$ cat src/dfr_pkg.sv
// Shared constants and types for the delimited frame receiver.
`default_nettype none

package dfr_pkg;

	localparam logic [7:0]  CH_LEAD          = 8'h21;  // '!'
	localparam logic [7:0]  CH_OPEN          = 8'h26;  // '&'
	localparam logic [7:0]  CH_CLOSE         = 8'h23;  // '#'
	localparam logic [15:0] MAX_LENGTH_RESET = 16'hFFFF;

	// result kinds
	localparam logic KIND_DATA = 1'b0;
	localparam logic KIND_END  = 1'b1;

	// byte held in the input stage
	typedef struct packed {
		logic       vld;
		logic [7:0] data;
	} rx_stage_t;

endpackage

`default_nettype wire

$ cat src/delimited_frame_receiver.sv
// Path: a transferred byte is held in the input register, then its result is loaded into the
// result register and offered at the output; bytes that produce no result vanish.
// Throughput: one byte per clock while the result register is free or being taken.
// The output register is freed and refilled in the same cycle, so a stalled consumer
// only holds the input once both registers are full.
// Reset: hunting for the start pair, stored count zero, max_length 65535; no clearing pass.
`default_nettype none

module delimited_frame_receiver import dfr_pkg::*; (
	input  wire logic        clk,
	input  wire logic        arst_n,
	input  wire logic        cfg_valid,
	output logic             cfg_ready,
	input  wire logic [15:0] max_length,
	input  wire logic        in_valid,
	output logic             in_ready,
	input  wire logic [7:0]  rx_byte,
	output logic             out_valid,
	input  wire logic        out_ready,
	output logic             out_kind,
	output logic [1:0]       n_bytes,
	output logic [7:0]       byte_a,
	output logic [7:0]       byte_b,
	output logic [15:0]      write_index
);

	logic [15:0] max_len_q;
	rx_stage_t   stage_s1;
	logic        advance;

	// capacity register, written on any configuration transfer
	assign cfg_ready = 1'b1;

	always_ff @(posedge clk or negedge arst_n) begin
		if (!arst_n) begin
			max_len_q <= MAX_LENGTH_RESET;
		end else if (cfg_valid && cfg_ready) begin
			max_len_q <= max_length;
		end
	end

	dfr_in_reg u_in_reg (
		.clk      (clk),
		.arst_n   (arst_n),
		.in_valid (in_valid),
		.in_ready (in_ready),
		.rx_byte  (rx_byte),
		.advance  (advance),
		.stage_s1 (stage_s1)
	);

	dfr_deframer u_deframer (
		.clk         (clk),
		.arst_n      (arst_n),
		.stage_s1    (stage_s1),
		.advance     (advance),
		.max_len     (max_len_q),
		.out_valid   (out_valid),
		.out_ready   (out_ready),
		.out_kind    (out_kind),
		.n_bytes     (n_bytes),
		.byte_a      (byte_a),
		.byte_b      (byte_b),
		.write_index (write_index)
	);

endmodule

`default_nettype wire

$ cat src/dfr_in_reg.sv
// Input register stage: holds one received byte until the deframer takes it.
`default_nettype none

module dfr_in_reg import dfr_pkg::*; (
	input  wire logic       clk,
	input  wire logic       arst_n,
	input  wire logic       in_valid,
	output logic            in_ready,
	input  wire logic [7:0] rx_byte,
	input  wire logic       advance,
	output rx_stage_t       stage_s1
);

	logic       vld_q;
	logic [7:0] data_q;

	// take a new byte whenever the held one is empty or leaving
	assign in_ready = !vld_q || advance;

	// load on transfer, clear when the held byte moves on
	always_ff @(posedge clk or negedge arst_n) begin
		if (!arst_n) begin
			vld_q <= 1'b0;
		end else if (in_ready) begin
			vld_q <= in_valid;
		end
	end

	always_ff @(posedge clk) begin
		if (in_valid && in_ready) begin
			data_q <= rx_byte;
		end
	end

	assign stage_s1.vld  = vld_q;
	assign stage_s1.data = data_q;

endmodule

`default_nettype wire

$ cat src/dfr_deframer.sv
// Deframing state machine and result register.
`default_nettype none

module dfr_deframer import dfr_pkg::*; (
	input  wire logic        clk,
	input  wire logic        arst_n,
	input  wire rx_stage_t   stage_s1,
	output logic             advance,
	input  wire logic [15:0] max_len,
	output logic             out_valid,
	input  wire logic        out_ready,
	output logic             out_kind,
	output logic [1:0]       n_bytes,
	output logic [7:0]       byte_a,
	output logic [7:0]       byte_b,
	output logic [15:0]      write_index
);

	typedef enum logic [1:0] {
		HUNT1 = 2'd0,
		HUNT2 = 2'd1,
		RECV  = 2'd2,
		STOP1 = 2'd3
	} phase_t;

	phase_t      phase_q, phase_d;
	logic [15:0] count_q, count_d;
	logic        res_vld;
	logic        res_kind;
	logic [1:0]  res_n;
	logic [7:0]  res_a, res_b;
	logic        fit_one, fit_two;
	logic        out_vld_q;
	logic        take;

	// the result register is free when empty or being taken
	assign advance = !out_vld_q || out_ready;
	assign take    = stage_s1.vld && advance;

	assign fit_one = count_q < max_len;
	assign fit_two = ({1'b0, count_q} + 17'd2) <= {1'b0, max_len};

	// work out the next state and the result for the held byte
	always_comb begin
		phase_d  = phase_q;
		count_d  = count_q;
		res_vld  = 1'b0;
		res_kind = KIND_DATA;
		res_n    = 2'd0;
		res_a    = 8'd0;
		res_b    = 8'd0;
		unique case (phase_q)
			HUNT1: begin
				if (stage_s1.data == CH_LEAD) phase_d = HUNT2;
			end
			HUNT2: begin
				phase_d = (stage_s1.data == CH_OPEN) ? RECV : HUNT1;
			end
			RECV: begin
				if (stage_s1.data == CH_LEAD) begin
					phase_d = STOP1;
				end else if (fit_one) begin
					count_d = count_q + 16'd1;
					res_vld = 1'b1;
					res_n   = 2'd1;
					res_a   = stage_s1.data;
				end
			end
			STOP1: begin
				if (stage_s1.data == CH_LEAD) begin
					// doubled lead: one '!' stored, stay after a lead
					if (fit_one) begin
						count_d = count_q + 16'd1;
						res_vld = 1'b1;
						res_n   = 2'd1;
						res_a   = CH_LEAD;
					end
				end else if (stage_s1.data == CH_CLOSE) begin
					phase_d  = HUNT1;
					count_d  = 16'd0;
					res_vld  = 1'b1;
					res_kind = KIND_END;
				end else begin
					// lead plus byte: keep only if both fit
					phase_d = RECV;
					if (fit_two) begin
						count_d = count_q + 16'd2;
						res_vld = 1'b1;
						res_n   = 2'd2;
						res_a   = CH_LEAD;
						res_b   = stage_s1.data;
					end
				end
			end
			default: phase_d = HUNT1;
		endcase
	end

	// hold state and result valid
	always_ff @(posedge clk or negedge arst_n) begin
		if (!arst_n) begin
			phase_q   <= HUNT1;
			count_q   <= 16'd0;
			out_vld_q <= 1'b0;
		end else begin
			if (take) begin
				phase_q <= phase_d;
				count_q <= count_d;
			end
			if (advance) begin
				out_vld_q <= take && res_vld;
			end
		end
	end

	// result payload
	always_ff @(posedge clk) begin
		if (take && res_vld) begin
			out_kind    <= res_kind;
			n_bytes     <= res_n;
			byte_a      <= res_a;
			byte_b      <= res_b;
			write_index <= count_q;
		end
	end

	assign out_valid = out_vld_q;

	a_end_rearms: assert property (@(posedge clk) disable iff (!arst_n)
		(take && res_vld && res_kind == KIND_END) |=> (phase_q == HUNT1 && count_q == 16'd0))
		else $error("frame end did not rearm the receiver");

	a_count_step: assert property (@(posedge clk) disable iff (!arst_n)
		(take && res_vld && res_kind == KIND_DATA)
			|=> (count_q == $past(count_q) + {14'd0, $past(res_n)}))
		else $error("stored count did not advance by the bytes sent");

	a_kind_bytes: assert property (@(posedge clk) disable iff (!arst_n)
		out_vld_q |-> ((out_kind == KIND_END) == (n_bytes == 2'd0)))
		else $error("result kind and byte count disagree");

	a_byte_b_zero: assert property (@(posedge clk) disable iff (!arst_n)
		(out_vld_q && n_bytes != 2'd2) |-> (byte_b == 8'd0))
		else $error("second byte set on a short result");

	a_no_data_in_hunt: assert property (@(posedge clk) disable iff (!arst_n)
		(take && (phase_q == HUNT1 || phase_q == HUNT2)) |-> !res_vld)
		else $error("result produced while hunting for a frame");

endmodule

`default_nettype wire

$ cat config.mk
export PLATFORM = sky130hd
export DESIGN_NAME = delimited_frame_receiver
export DESIGN_NICKNAME = d
export VERILOG_FILES = /design/src/dfr_pkg.sv /design/src/delimited_frame_receiver.sv /design/src/dfr_in_reg.sv /design/src/dfr_deframer.sv
export SDC_FILE = /design/constraint.sdc
export NUM_CORES = 1
export LEC_CHECK = 0
export BUFFER_PORTS_ARGS = -buffer_cell sky130_fd_sc_hd__clkbuf_2
export CAP_MARGIN = 20
export CELL_PAD_IN_SITES_DETAIL_PLACEMENT = 1
export CELL_PAD_IN_SITES_GLOBAL_PLACEMENT = 2
export CORE_MARGIN = 8
export CORE_UTILIZATION = 33
export DETAILED_ROUTE_END_ITERATION = 10
export GPL_TIMING_DRIVEN = 1
export PLACE_DENSITY_LB_ADDON = 0.1
export SLEW_MARGIN = 0
export SYNTH_ARGS = -nofsm -noshare
export SYNTH_HDL_FRONTEND = slang
export SYNTH_SLANG_ARGS = --single-unit
$ cat constraint.sdc
create_clock -name clk -period 4.3 [get_ports clk]
set_input_delay 0.645 -clock clk [delete_from_list [all_inputs] [get_ports clk]]
set_output_delay 0.645 -clock clk [all_outputs]
set_load 0.01 [all_outputs]
# Word-level counts from Yosys, hierarchy flattened
# Index checks and enable logic that the tools add are counted.
# word_totals
output_inout_bits	38
wordCells	74
register_bits	79
in_bits	29
# classes
eq_ne	11
n_lt_le_gt_ge	2
bitwise	2
n_reduce_logical	13
addsub	3
n_mux	32
# op_table
cell	count
$mux W16	5
$mux W8	4
$pmux W16 S2	1
$eq A8 B6 Y1 const B	3
$mux W2	9
$add A16 B2 Y17 const B	1
$le A17 B16 Y1	1
$add A16 B1 Y16 const B	1
$add A16 B2 Y16 const B	1
$lt A16 B16 Y1	1
$pmux W8 S2	1
$mux W6	2
$pmux W2 S4	1
$reduce_and A4 Y1	2
$mux W1	7
$eq A2 B2 Y1 const B	2
$ne A2 B1 Y1 const B	2
$ne A2 B2 Y1 const B	2
$ne A4 B1 Y1 const B	1
$pmux W2 S2	1
$reduce_or A4 Y1	1
$logic_and A1 B1 Y1	3
$eq A2 B1 Y1 const B	1
$logic_not A1 Y1	2
6 further kinds	8

# Longest topological paths before layout
# Gate-level depths: netlist of the first run.
# depth
ltp_word	7
depth_mapped	16
mapped_depth_nobuf	14

# By module
# A second synthesis of the first run with hierarchy kept.
# unflattened
cells_unflattened	410
area_unflattened_um2	4538.1
# by_module_without_submodules
mod	cells_each	instances	area_each_um2
dfr_deframer	361	1	3555.9
delimited_frame_receiver	36	1	680.7
dfr_in_reg	13	1	301.5

# Worst setup path before layout of the first run
# Ideal clock, no wire load.
# synth_timing
kind	register to register
from	reg u_deframer.count_q[1]
to	reg u_deframer.byte_a[0] (enable)
synth_period_minus_slack_ns	4.334
setup_time_ns	0.397
slack_ns	-0.034
arrival_ns	3.937
path_stages_with_launch	15
path_buffers	1
required_time_ns	3.903
cell_sequence	dfrtp_1 > ha_1 > nand3_1 > nor3_1 > and3_1 > clkbuf_1 > nand3_1 > xnor2_1 > ha_1 > and3_1 > a221o_1 > a31oi_1 > o31ai_1 > nor3_1 > a31o_1
# synth_between
elab_chain_len	7
word_cells_on_any_way	10
classes_between	add/sub: 1; order compare: 2; mux: 6; reduce/logical: 1
# synth_rtl
item	line_no	source
start, declared	dfr_deframer.sv:27	logic [15:0] count_q, count_d;
start signal, assigned	dfr_deframer.sv:108	count_q <= count_d;
$add A16 B2 Y17	dfr_deframer.sv:41	assign fit_two = ({1'b0, count_q} + 17'd2) <= {1'b0, max_len};
$le A17 B16 Y1	dfr_deframer.sv:41	
$mux W1	dfr_deframer.sv:86	if (fit_two) begin
$mux W1	dfr_deframer.sv:78	end else if (stage_s1.data == CH_CLOSE) begin
$mux W1	dfr_deframer.sv:70	if (stage_s1.data == CH_LEAD) begin
$pmux W1 S2 *	dfr_deframer.sv:52	unique case (phase_q)
$logic_and A1 B1 Y1 *	dfr_deframer.sv:118	if (take && res_vld) begin
end signal, assigned	dfr_deframer.sv:121	byte_a <= res_a;
end, declared	dfr_deframer.sv:14	output logic [7:0] byte_a,
# Every way passes the cells marked *; elsewhere a longest branch is shown, timed or not.
# A chain may end at the register's enable or synchronous reset.

# Worst setup path in the final report of the first run
# layout_timing
from	reg u_deframer.count_q[1]
to	reg u_deframer.count_q[15]
# layout_between
elab_chain_len	5
word_cells_on_any_way	13
classes_between	add/sub: 3; order compare: 2; eq/ne: 1; mux: 6; reduce/logical: 1
# layout_rtl
item
branches (longest 5 deep; another with $add A16 B2 Y17)
# Parallel ways; which one is timed is not known. The select of a mux whose other input is x is not followed.

==> results_dict.tcl, run 1 <==
set metrics [dict create \
    run_status "completed" \
    clk_latency_ns 0.35 \
    cpMostUsedCell "nand3_1" \
    worstMarginPinSlew_ns 0.898 \
    slew_headroom_pct 39.5 \
    drive_gt1_share_pct 25.0 \
    nets 569 \
    ant_nets 0 \
    crit_path_start_kind "flop" \
    area_growth_pct 22.6 \
    cts.sinks 79 \
    diodes 0 \
    grt_setup_unrepaired "false" \
    row_count 42 \
    wl_per_cell_um 19.5 \
    cellPowerDensity_nw_per_um2 474 \
    cpLargestDelayFamily "simple AND/OR/NAND/NOR gates" \
    path_clk_slew_ns 0.06 \
    synth_seq_area_share_pct 50.5 \
    ys_seq_elements 79 \
    grt_use_total_pct 16.2 \
    dieArea_um2 17200 \
    ioPinCount 67 \
    worst-path-buf-inv 1 \
    layout_setup_ws_ns 0.301 \
    grt_pass1_vias 3807 \
    synth_area_um2 4380 \
    start_util_pct 33.5 \
    cts_root_buf "clkbuf_16" \
    die_h_um 131 \
    seq_area_um2 2210 \
    cts_resized 0 \
    critical_path_arrival_ns 4.25 \
    fin_crit_sh_pct 93.0 \
    syn_area_per_cell_um2 10.2 \
    post-route-min-period_ns 4.00 \
    port_buffers 65 \
    slowest_stage "nor3_1" \
    synth_edf_count 43 \
    worstPathCellList "ha_1 > nand3_1 > nor3_1 > and3_1 > nand3_1 > xnor2_1 > ha_1 > and3_1 > a221o_1 > a31oi_1 > a31oi_1 > a211oi_2 > buf_4 > nand3_1 > o31ai_1" \
    dp_slack_ns 0.400 \
    viasPerCell 5.22 \
    grt_overflow 0 \
    routed-via-count 3588 \
    grt_pass1_wl_mm 21.9 \
    timing.fmax_mhz 250 \
    drt_iter0_drc 222 \
    cts-hold-fix-buffers 0 \
    total_power_mw 2.55 \
    cts_max_level 3 \
    netlist_instances 428 \
    drv_slew 0 \
    synth_cell_types 63 \
    hp-class "input port to asynchronous set/reset pin" \
    wirelength_mm 13.4 \
    route.detailed.drc 0 \
    dr.pass1.iters 4 \
    cts_buffers 9 \
    cap_violations 0 \
    fin_setup_tns_ns 0 \
    path_class "flop to flop" \
    die_w_um 131 \
    async_reset_ff_share_pct 45.6 \
    antenna_found_initial 0 \
    crit_fanout 9 \
    synth_nets 490 \
    cts_setup_buffers 0 \
    hpwl_mm 10.3 \
    slowest_delay_ns 0.38 \
    core_area_um2 13100 \
    required_ns 4.55 \
    multi_input_area_um2 1970 \
    cts_tree "built" \
    finalSetupViolCount 0 \
    irDropWorstVdd_uv 251 \
    final_util_pct 41.0 \
    ys.flop_type "edfxtp_1" \
    end_kind "flop" \
    clockBufferDepth 2 \
    fill_cells 1499 \
    fin_worst_skew_ns 0.00779 \
    yosysWarnings 0 \
    p_leak_nw 2.34 \
    grt_max_degree 37 \
    gp_congestion 0.826 \
    finalHoldViolations 0 \
]
worst register-to-register path: stages, from the launching register on:
cell and delay (ns):
dfrtp_1 0.34, ha_1 0.24, nand3_1 0.21, nor3_1 0.38
and3_1 0.24, nand3_1 0.12, xnor2_1 0.16, ha_1 0.31
and3_1 0.21, a221o_1 0.29, a31oi_1 0.24, a31oi_1 0.22
a211oi_2 0.20, buf_4 0.23, nand3_1 0.24, o31ai_1 0.29
power by group:
| part | internal (mW) | total (mW) | switching [mW] |
|---|---|---|---|
| sequential | 0.927 | 0.988 | 0.0605 |
| clock | 0.566 | 0.876 | 0.309 |
| combinational | 0.261 | 0.682 | 0.421 |
| total | 1.75 | 2.55 | 0.791 |
registers in the layout, indices dropped and copies added (netlist names):
register,flops
max_len_q,16
u_deframer.out_kind,1
u_deframer.byte_a,8
u_deframer.phase_q,2
u_deframer.n_bytes,2
u_deframer.byte_b,8
u_in_reg.vld_q,1
u_deframer.write_index,16
u_deframer.out_valid,1
u_in_reg.data_q,8
u_deframer.count_q,16
layer usage:
metal	up-vias	track usage, %	part of all wire (%)	wire, um
met4	0	7.88	2.4	321
met5	-	0	0	0
met1	1777	20.9	48	6400
met3	19	2.74	2.3	302
met2	53	25.7	48	6390
li1	1739	-	-	-
synth_stat cells (all sizes together), types with 9 or more instances:
library cell  count  area [um2]
nand4             9        56.3
a31oi            11        68.8
nor4             10        62.6
clkbuf            9        33.8
dfstp            16         420
dfrtp            20         500
a21oi            23         115
nand3            14        70.1
inv              30         113
nand2            44         165
nor3              9        56.3
ha               33         413
nor2             25        93.8
edfxtp           43        1290
o21ai            39         195
cell type report:
type	count	area share [%]
clock buffer	10	4.27
tap	176	4.10
sequential	79	41.2
inverter	31	2.17
multi-input combinational	301	36.7
timing repair buffer	85	9.56
clock inverter	6	2.03
logic make-up (layout without fill, tap and decap cells):
group                      after synthesis  in the layout  synth area share (%)
and+or+nand+nor                        136            136                  15.4
AOI/OAI and AO/OA                      116            116                  16.9
DFF                                     79             79                  50.5
buffers and inverters                   48            132                  4.54
adders and majority gates               33             33                  9.43
xor gates and xnor gates                14             14                  2.80
other                                    1              1                0.0856
muxes                                    1              1                 0.257
through the flow:
| stage | area [um2] | hold WS [ns] | cells |
|---|---|---|---|
| floorplan | 4380 | 0.349 | 428 |
| global placement | 5010 | 0.542 | 671 |
| detailed placement | 5010 | 0.538 | 671 |
| CTS | 5350 | 0.459 | 687 |
| global route | 5370 | 0.206 | 688 |
| finish | 5370 | 0.199 | 688 |
worst paths after layout:
check	start	end	slack [ns]	depth (start not counted)
max	u_deframer.count_q[1]	u_deframer.count_q[15]	0.30	15
min	arst_n	u_in_reg.vld_q	0.20	1
max reg2reg	u_deframer.count_q[1]	u_deframer.count_q[15]	0.30	15
min reg2reg	max_len_q[3]	max_len_q[3]	0.55	2
max in group asynchronous	arst_n	max_len_q[15]	3.56	2
min in group clk	rx_byte[4]	u_in_reg.data_q[4]	0.47	1
placed cells by master, fill, tap and decap left out, types with 3 or more instances in the layout:
| master | n |
|---|---|
| a21oi_1 | 23 |
| a22oi_1 | 3 |
| a31o_2 | 4 |
| a31oi_1 | 11 |
| a41oi_1 | 5 |
| and2_1 | 4 |
| and3_1 | 6 |
| buf_12 | 3 |
| buf_4 | 17 |
| bufinv_16 | 3 |
| clkbuf_16 | 9 |
| clkbuf_2 | 65 |
| dfrtp_1 | 20 |
| dfstp_2 | 16 |
| edfxtp_1 | 43 |
| ha_1 | 33 |
| inv_1 | 29 |
| nand2_1 | 44 |
| nand2b_1 | 7 |
| nand3_1 | 14 |
| nand4_1 | 9 |
| nor2_1 | 25 |
| nor3_1 | 8 |
| nor4_1 | 10 |
| o21ai_0 | 31 |
| o21ai_1 | 8 |
| o31ai_1 | 4 |
| xnor2_1 | 8 |
| xor2_1 | 6 |
(Power assumes the default switching activity.)
==> inputs of run 2 (changes only) <==
--- a/config.mk
+++ b/config.mk
@@ -11,6 +11,7 @@
 export CELL_PAD_IN_SITES_GLOBAL_PLACEMENT = 2
 export CORE_MARGIN = 8
 export CORE_UTILIZATION = 33
+export CTS_BUF_LIST = sky130_fd_sc_hd__clkbuf_4 sky130_fd_sc_hd__clkbuf_8 sky130_fd_sc_hd__clkbuf_16
 export DETAILED_ROUTE_END_ITERATION = 10
 export GPL_TIMING_DRIVEN = 1
 export PLACE_DENSITY_LB_ADDON = 0.1
==> run 2 against run 1 <==
Worst hold slack about the same. Fmax grew 0.14%. Routed wire length about the same. Clock skew about the same. Global-route usage did not move. Critical endpoint unchanged. Largest power group unchanged.
==> results_dict.tcl, run 2 (synthesized netlist as in run 1, its figures left out) <==
set metrics [dict create \
    area_growth_pct 22.7 \
    fin_worst_skew_ns 0.00742 \
    crit_path_start_kind "flop" \
    routed-via-count 3586 \
    cts_buffers 9 \
    grt_overflow 0 \
    fill_cells 1500 \
    post-route-min-period_ns 3.99 \
    final_cell_mix "clkbuf_2 (65), nand2_1 (44), edfxtp_1 (43)" \
    cts_tree "built" \
    ioPinCount 67 \
    gp_congestion 0.826 \
    wirelength_mm 13.4 \
    path_class "flop to flop" \
    cts_root_buf "clkbuf_16" \
    dr.pass1.iters 4 \
    run_status "completed" \
    row_count 42 \
    antenna_found_initial 0 \
    die_w_um 131 \
    port_buffers 65 \
    core_area_um2 13100 \
    path_clk_slew_ns 0.06 \
    crit_fanout 9 \
    p_leak_nw 2.34 \
    viasPerCell 5.21 \
    wl_per_cell_um 19.5 \
    cts_max_level 3 \
    grt_setup_unrepaired "false" \
    end_kind "flop" \
    final_common_cell "clkbuf_2" \
    grt_pass1_vias 3807 \
    seq_area_um2 2210 \
    cts_resized 0 \
    top_regs "max_len_q: 16 flops, u_deframer.count_q: 16 flops, u_deframer.write_index: 16 flops" \
    cts_setup_buffers 0 \
    clk_latency_ns 0.35 \
    cts.sinks 79 \
    r2r_cells 15 \
    clockBufferDepth 2 \
    slew_headroom_pct 38.3 \
    timing.fmax_mhz 250 \
    hp-class "input port to asynchronous set/reset pin" \
    regToRegSetupSlack_ns 0.31 \
    critical_path_arrival_ns 4.24 \
    cap_violations 0 \
    drt_iter0_drc 224 \
    route.detailed.drc 0 \
    fin_setup_tns_ns 0 \
    whs_ns 0.199 \
    drv_slew 0 \
    nets 569 \
    finalHoldViolations 0 \
    grt_max_degree 37 \
    cellPowerDensity_nw_per_um2 475 \
    required_ns 4.55 \
    finalSetupViolCount 0 \
    grt_pass1_wl_mm 21.9 \
    drive_gt1_share_pct 25.2 \
    cts-hold-fix-buffers 0 \
    irDropWorstVdd_uv 251 \
    worstMarginPinSlew_ns 0.925 \
    dieArea_um2 17200 \
    diodes 0 \
    die_h_um 131 \
    ant_nets 0 \
    hpwl_mm 10.3 \
    multi_input_area_um2 1970 \
    start_util_pct 33.5 \
    grt_use_total_pct 16.2 \
    fin_crit_sh_pct 92.9 \
]
run 2: cell types whose count changed in the layout (fill, tap and decap cells not counted):
cell	previous run	this run
clkbuf_4	0	1
clkbuf_1	1	0
run 2: critical path: stages, from the launching register on:
cell and delay (ns):
dfrtp_1 0.34, ha_1 0.24, nand3_1 0.21, nor3_1 0.38
and3_1 0.24, nand3_1 0.12, xnor2_1 0.16, ha_1 0.31
and3_1 0.20, a221o_1 0.29, a31oi_1 0.24, a31oi_1 0.22
a211oi_2 0.20, buf_4 0.23, nand3_1 0.23, o31ai_1 0.29
run 2: final timing paths:
check,to,start
setup / recovery,u_deframer.count_q[15],u_deframer.count_q[1]
hold / removal,u_in_reg.vld_q,arst_n
setup reg to reg,u_deframer.count_q[15],u_deframer.count_q[1]
hold reg to reg,max_len_q[3],max_len_q[3]
max in group asynchronous,max_len_q[15],arst_n
min in group clk,u_in_reg.data_q[4],rx_byte[4]
run 2: area by class of cell:
class | instances | area share, %
sequential | 79 | 41.2
multi-input combinational | 301 | 36.6
timing repair buffer | 85 | 9.55
clock buffer | 10 | 4.33
tap | 176 | 4.10
inverter | 31 | 2.17
clock inverter | 6 | 2.03
run 2: metrics by stage:
stage / cell area [um2] / cells / utilization [%] / setup slack, ns / power (mW)
2_1_floorplan: 4380 / 428 / - / 0.317 / 1.38
3_3_place_gp: 5010 / 671 / 38.3 / 0.412 / 1.67
3_5_place_dp: 5010 / 671 / 38.3 / 0.400 / 1.68
4_1_cts: 5350 / 687 / 40.9 / 0.361 / 2.57
5_1_grt: 5370 / 688 / 41.0 / 0.105 / 2.70
6_report: 5370 / 688 / 41.0 / 0.307 / 2.55
run 2: power by group:
| group | switching [mW] | leakage, nW | internal (mW) |
|---|---|---|---|
| sequential | 0.0606 | 0.844 | 0.927 |
| combinational | 0.419 | 1.33 | 0.261 |
| clock | 0.310 | 0.170 | 0.572 |
| total | 0.790 | 2.34 | 1.76 |
run 2: layer usage:
metal,vias to the layer above,part of all wire (%),track usage (%)
met3,21,2.4,2.74
met5,-,0,0
met1,1768,48,20.9
met4,0,2.5,7.88
met2,58,48,25.7
li1,1739,-,-
==> inputs of run 3 (changes only) <==
--- a/config.mk
+++ b/config.mk
@@ -5,16 +5,17 @@
 export SDC_FILE = /design/constraint.sdc
 export NUM_CORES = 1
 export LEC_CHECK = 0
+export ABC_AREA = 1
 export BUFFER_PORTS_ARGS = -buffer_cell sky130_fd_sc_hd__clkbuf_2
 export CAP_MARGIN = 20
 export CELL_PAD_IN_SITES_DETAIL_PLACEMENT = 1
 export CELL_PAD_IN_SITES_GLOBAL_PLACEMENT = 2
 export CORE_MARGIN = 8
-export CORE_UTILIZATION = 33
+export CORE_UTILIZATION = 31
 export CTS_BUF_LIST = sky130_fd_sc_hd__clkbuf_4 sky130_fd_sc_hd__clkbuf_8 sky130_fd_sc_hd__clkbuf_16
 export DETAILED_ROUTE_END_ITERATION = 10
 export GPL_TIMING_DRIVEN = 1
-export PLACE_DENSITY_LB_ADDON = 0.1
+export PLACE_DENSITY = 0.76
 export SLEW_MARGIN = 0
 export SYNTH_ARGS = -nofsm -noshare
 export SYNTH_HDL_FRONTEND = slang
==> run 3 against run 2 <==
Critical path depth rose by 2. Sequential power rose by 27%. Clock-buffer cell count fell by 1. Routed wire length rose by 3.1%. Final cell count rose by 20%. Clock skew rose by 0.0039 ns. Combinational power rose by 100%. Largest power group is now combinational logic. Highest routed layer unchanged. Critical path type unchanged.
==> results_dict.tcl, run 3 <==
set metrics [dict create \
    route.detailed.drc 0 \
    p_clk_share_pct 23.1 \
    hp-class "input port to asynchronous set/reset pin" \
    timing.fmax_mhz 267 \
    synthTopCellsByCount "nand2_1 (171), inv_1 (67), nor2_1 (60)" \
    placed_area_um2 5200 \
    swShare_pct 42.4 \
    cap_violations 0 \
    power.switching_mw 1.45 \
    grt_use_total_pct 15.0 \
    cts_root_buf "clkbuf_16" \
    final_cell_mix "nand2_1 (171), inv_1 (67), clkbuf_2 (65)" \
    cts-hold-fix-buffers 0 \
    fill_cells 1783 \
    synth_compound_area_share_pct 6.28 \
    gp_congestion 0.868 \
    netlist_instances 564 \
    grt_pass1_vias 4149 \
    top_regs "max_len_q: 16 flops, u_deframer.count_q: 16 flops, u_deframer.write_index: 16 flops" \
    cts_buffers 9 \
    run_status "completed" \
    p_leak_nw 2.69 \
    syn_area_per_cell_um2 8.33 \
    fin_setup_tns_ns 0 \
    fin_crit_sh_pct 87.1 \
    ys.flop_type "edfxtp_1" \
    routed-via-count 3895 \
    seq_area_um2 2210 \
    cts.sinks 79 \
    grt_max_degree 37 \
    cts_tree "built" \
    multi_input_area_um2 2130 \
    yosysWarnings 0 \
    synth_edf_count 43 \
    ys_seq_elements 79 \
    r2r_start "u_deframer.count_q[5]" \
    core_area_um2 15000 \
    regToRegSetupSlack_ns 0.55 \
    diodes 0 \
    hpwl_mm 10.7 \
    ant_nets 0 \
    path_clk_slew_ns 0.07 \
    yosys.area_share.simple_pct 26.6 \
    cts_resized 0 \
    ioPinCount 67 \
    r2r_cells 17 \
    crit_path_start_kind "flop" \
    dieArea_um2 19400 \
    total_power_mw 3.42 \
    irDropWorstVdd_uv 230 \
    row_count 45 \
    area_growth_pct 17.6 \
    final_common_cell "nand2_1" \
    synth_top_family_by_area "simple AND/OR/NAND/NOR gates" \
    wl_per_cell_um 16.8 \
    post-route-min-period_ns 3.75 \
    required_ns 4.29 \
    worstMarginPinSlew_ns 0.599 \
    grt_overflow 0 \
    end_kind "flop" \
    drive_gt1_share_pct 19.4 \
    start_util_pct 31.3 \
    grt_pass1_wl_mm 22.7 \
    synth_nets 626 \
    die_h_um 139 \
    synth_cell_types 36 \
    grt_setup_unrepaired "false" \
    synth-adder-area-share_pct 8.79 \
    synth_seq_area_share_pct 47.1 \
    finalHoldViolations 0 \
    antenna_found_initial 0 \
    timing.rr.end "u_deframer.write_index[12]" \
    port_buffers 65 \
    finalInstanceArea_um2 5520 \
    synth_area_um2 4700 \
    finalSetupViolCount 0 \
    dr.pass1.iters 5 \
    wirelength_mm 13.8 \
    drv_slew 0 \
    cellPowerDensity_nw_per_um2 619 \
    synthMuxAreaShare_pct 0.240 \
    async_reset_ff_share_pct 45.6 \
    clk_latency_ns 0.36 \
    fin_worst_skew_ns 0.0114 \
    critical_path_arrival_ns 3.73 \
    power_frac_comb_pct 40.2 \
    path_class "flop to flop" \
    p_int_mw 1.97 \
    cts_setup_buffers 0 \
    synth.most_common_cell "nand2_1" \
    yosysTopAreaCell "edfxtp_1" \
    clockBufferDepth 2 \
    synth_area_leaders "edfxtp_1 (27%), nand2_1 (14%), dfrtp_1 (11%)" \
    yosysTopAreaCellShare_pct 27.5 \
    slew_headroom_pct 59.8 \
    sequentialPowerShare_pct 36.7 \
    synth-xor-area-share_pct 3.36 \
    drt_iter0_drc 216 \
    viasPerCell 4.73 \
    nets 692 \
    cts_max_level 3 \
    crit_fanout 35 \
    die_w_um 139 \
]
## run 3: changes by cell type after synthesis, moves of 6 or more
cell      previous run  this run
nand2b_1             7         1
inv_1               29        67
nand2_1             44       171
a31oi_1             11         0
o21ai_1              8         1
nor2_1              25        60
nand3_1             14        21
nor4_1              10         1
nand2_2              0         6
xor2_1               6        13
## run 3: worst max-delay path, stage by stage (launching register included)
cell     delay (ns)
dfrtp_1        0.58
nand2_1        0.19
nor2_1         0.35
nand2_1        0.17
nor2_1         0.24
xor2_1         0.21
ha_1           0.27
a21o_1         0.16
a21oi_1        0.12
nand2_1        0.06
nor2_1         0.12
nand2_2        0.11
nand4_1        0.09
nand2_1        0.05
nand2_1        0.06
nand2_1        0.09
inv_1          0.06
buf_4          0.42
## run 3: how the worst max path moves through the flow
stage,start,to,cells past startpoint
3_3_place_gp,u_deframer.count_q[5],u_deframer.write_index[10],17
5_1_grt,u_deframer.count_q[5],u_deframer.write_index[12],17
2_1_floorplan,u_deframer.count_q[1],u_deframer.byte_a[0],17
4_1_cts,u_deframer.count_q[5],u_deframer.write_index[12],17
3_5_place_dp,u_deframer.count_q[5],u_deframer.write_index[12],17
6_report,u_deframer.count_q[5],u_deframer.write_index[12],17
## run 3: area by class of cell
class	instances	share of cell area, %
Timing Repair Buffer	69	6.66
Multi-Input combinational cell	400	38.5
Tap cell	188	4.26
Clock buffer	9	4.08
Clock inverter	7	1.45
Sequential cell	79	40.1
Inverter	71	4.96
## run 3: routing by layer
layer / share of wire, % / global-route usage (%) / vias to the layer above
li1: - / - / 1953
met1: 44 / 17.8 / 1877
met2: 51 / 26.0 / 47
met3: 3.2 / 3.34 / 18
met4: 2.0 / 6.07 / 0
met5: 0 / 0 / -
## run 3: through the flow
step                util [%]  cells  hold WS [ns]  setup slack [ns]
global route            36.7    823         0.119             0.262
CTS                     36.6    822         0.450             0.589
finish                  36.7    823         0.111             0.555
floorplan                  -    564         0.349             0.961
global placement        34.6    806         0.528             0.753
detailed placement      34.6    806         0.534             0.640
## run 3: kinds of logic (layout without fill, tap and decap cells)
family / Yosys count / count (layout)
fa+ha+maj: 33 / 33
compound gates: 56 / 56
other cells: 1 / 1
simple gates: 291 / 291
xor+xnor: 18 / 18
buf+inv: 85 / 156
mux: 1 / 1
flops: 79 / 79
## run 3: power groups by stage
stage | clock [mW] | sequential, mW | combinational [mW]
after global placement | 0 | 1.26 | 1.37
after detailed placement | 0 | 1.27 | 1.39
after global routing | 0.845 | 1.28 | 1.56
after CTS | 0.818 | 1.26 | 1.40
after floorplan | 0 | 1.25 | 0.892
final | 0.790 | 1.25 | 1.38
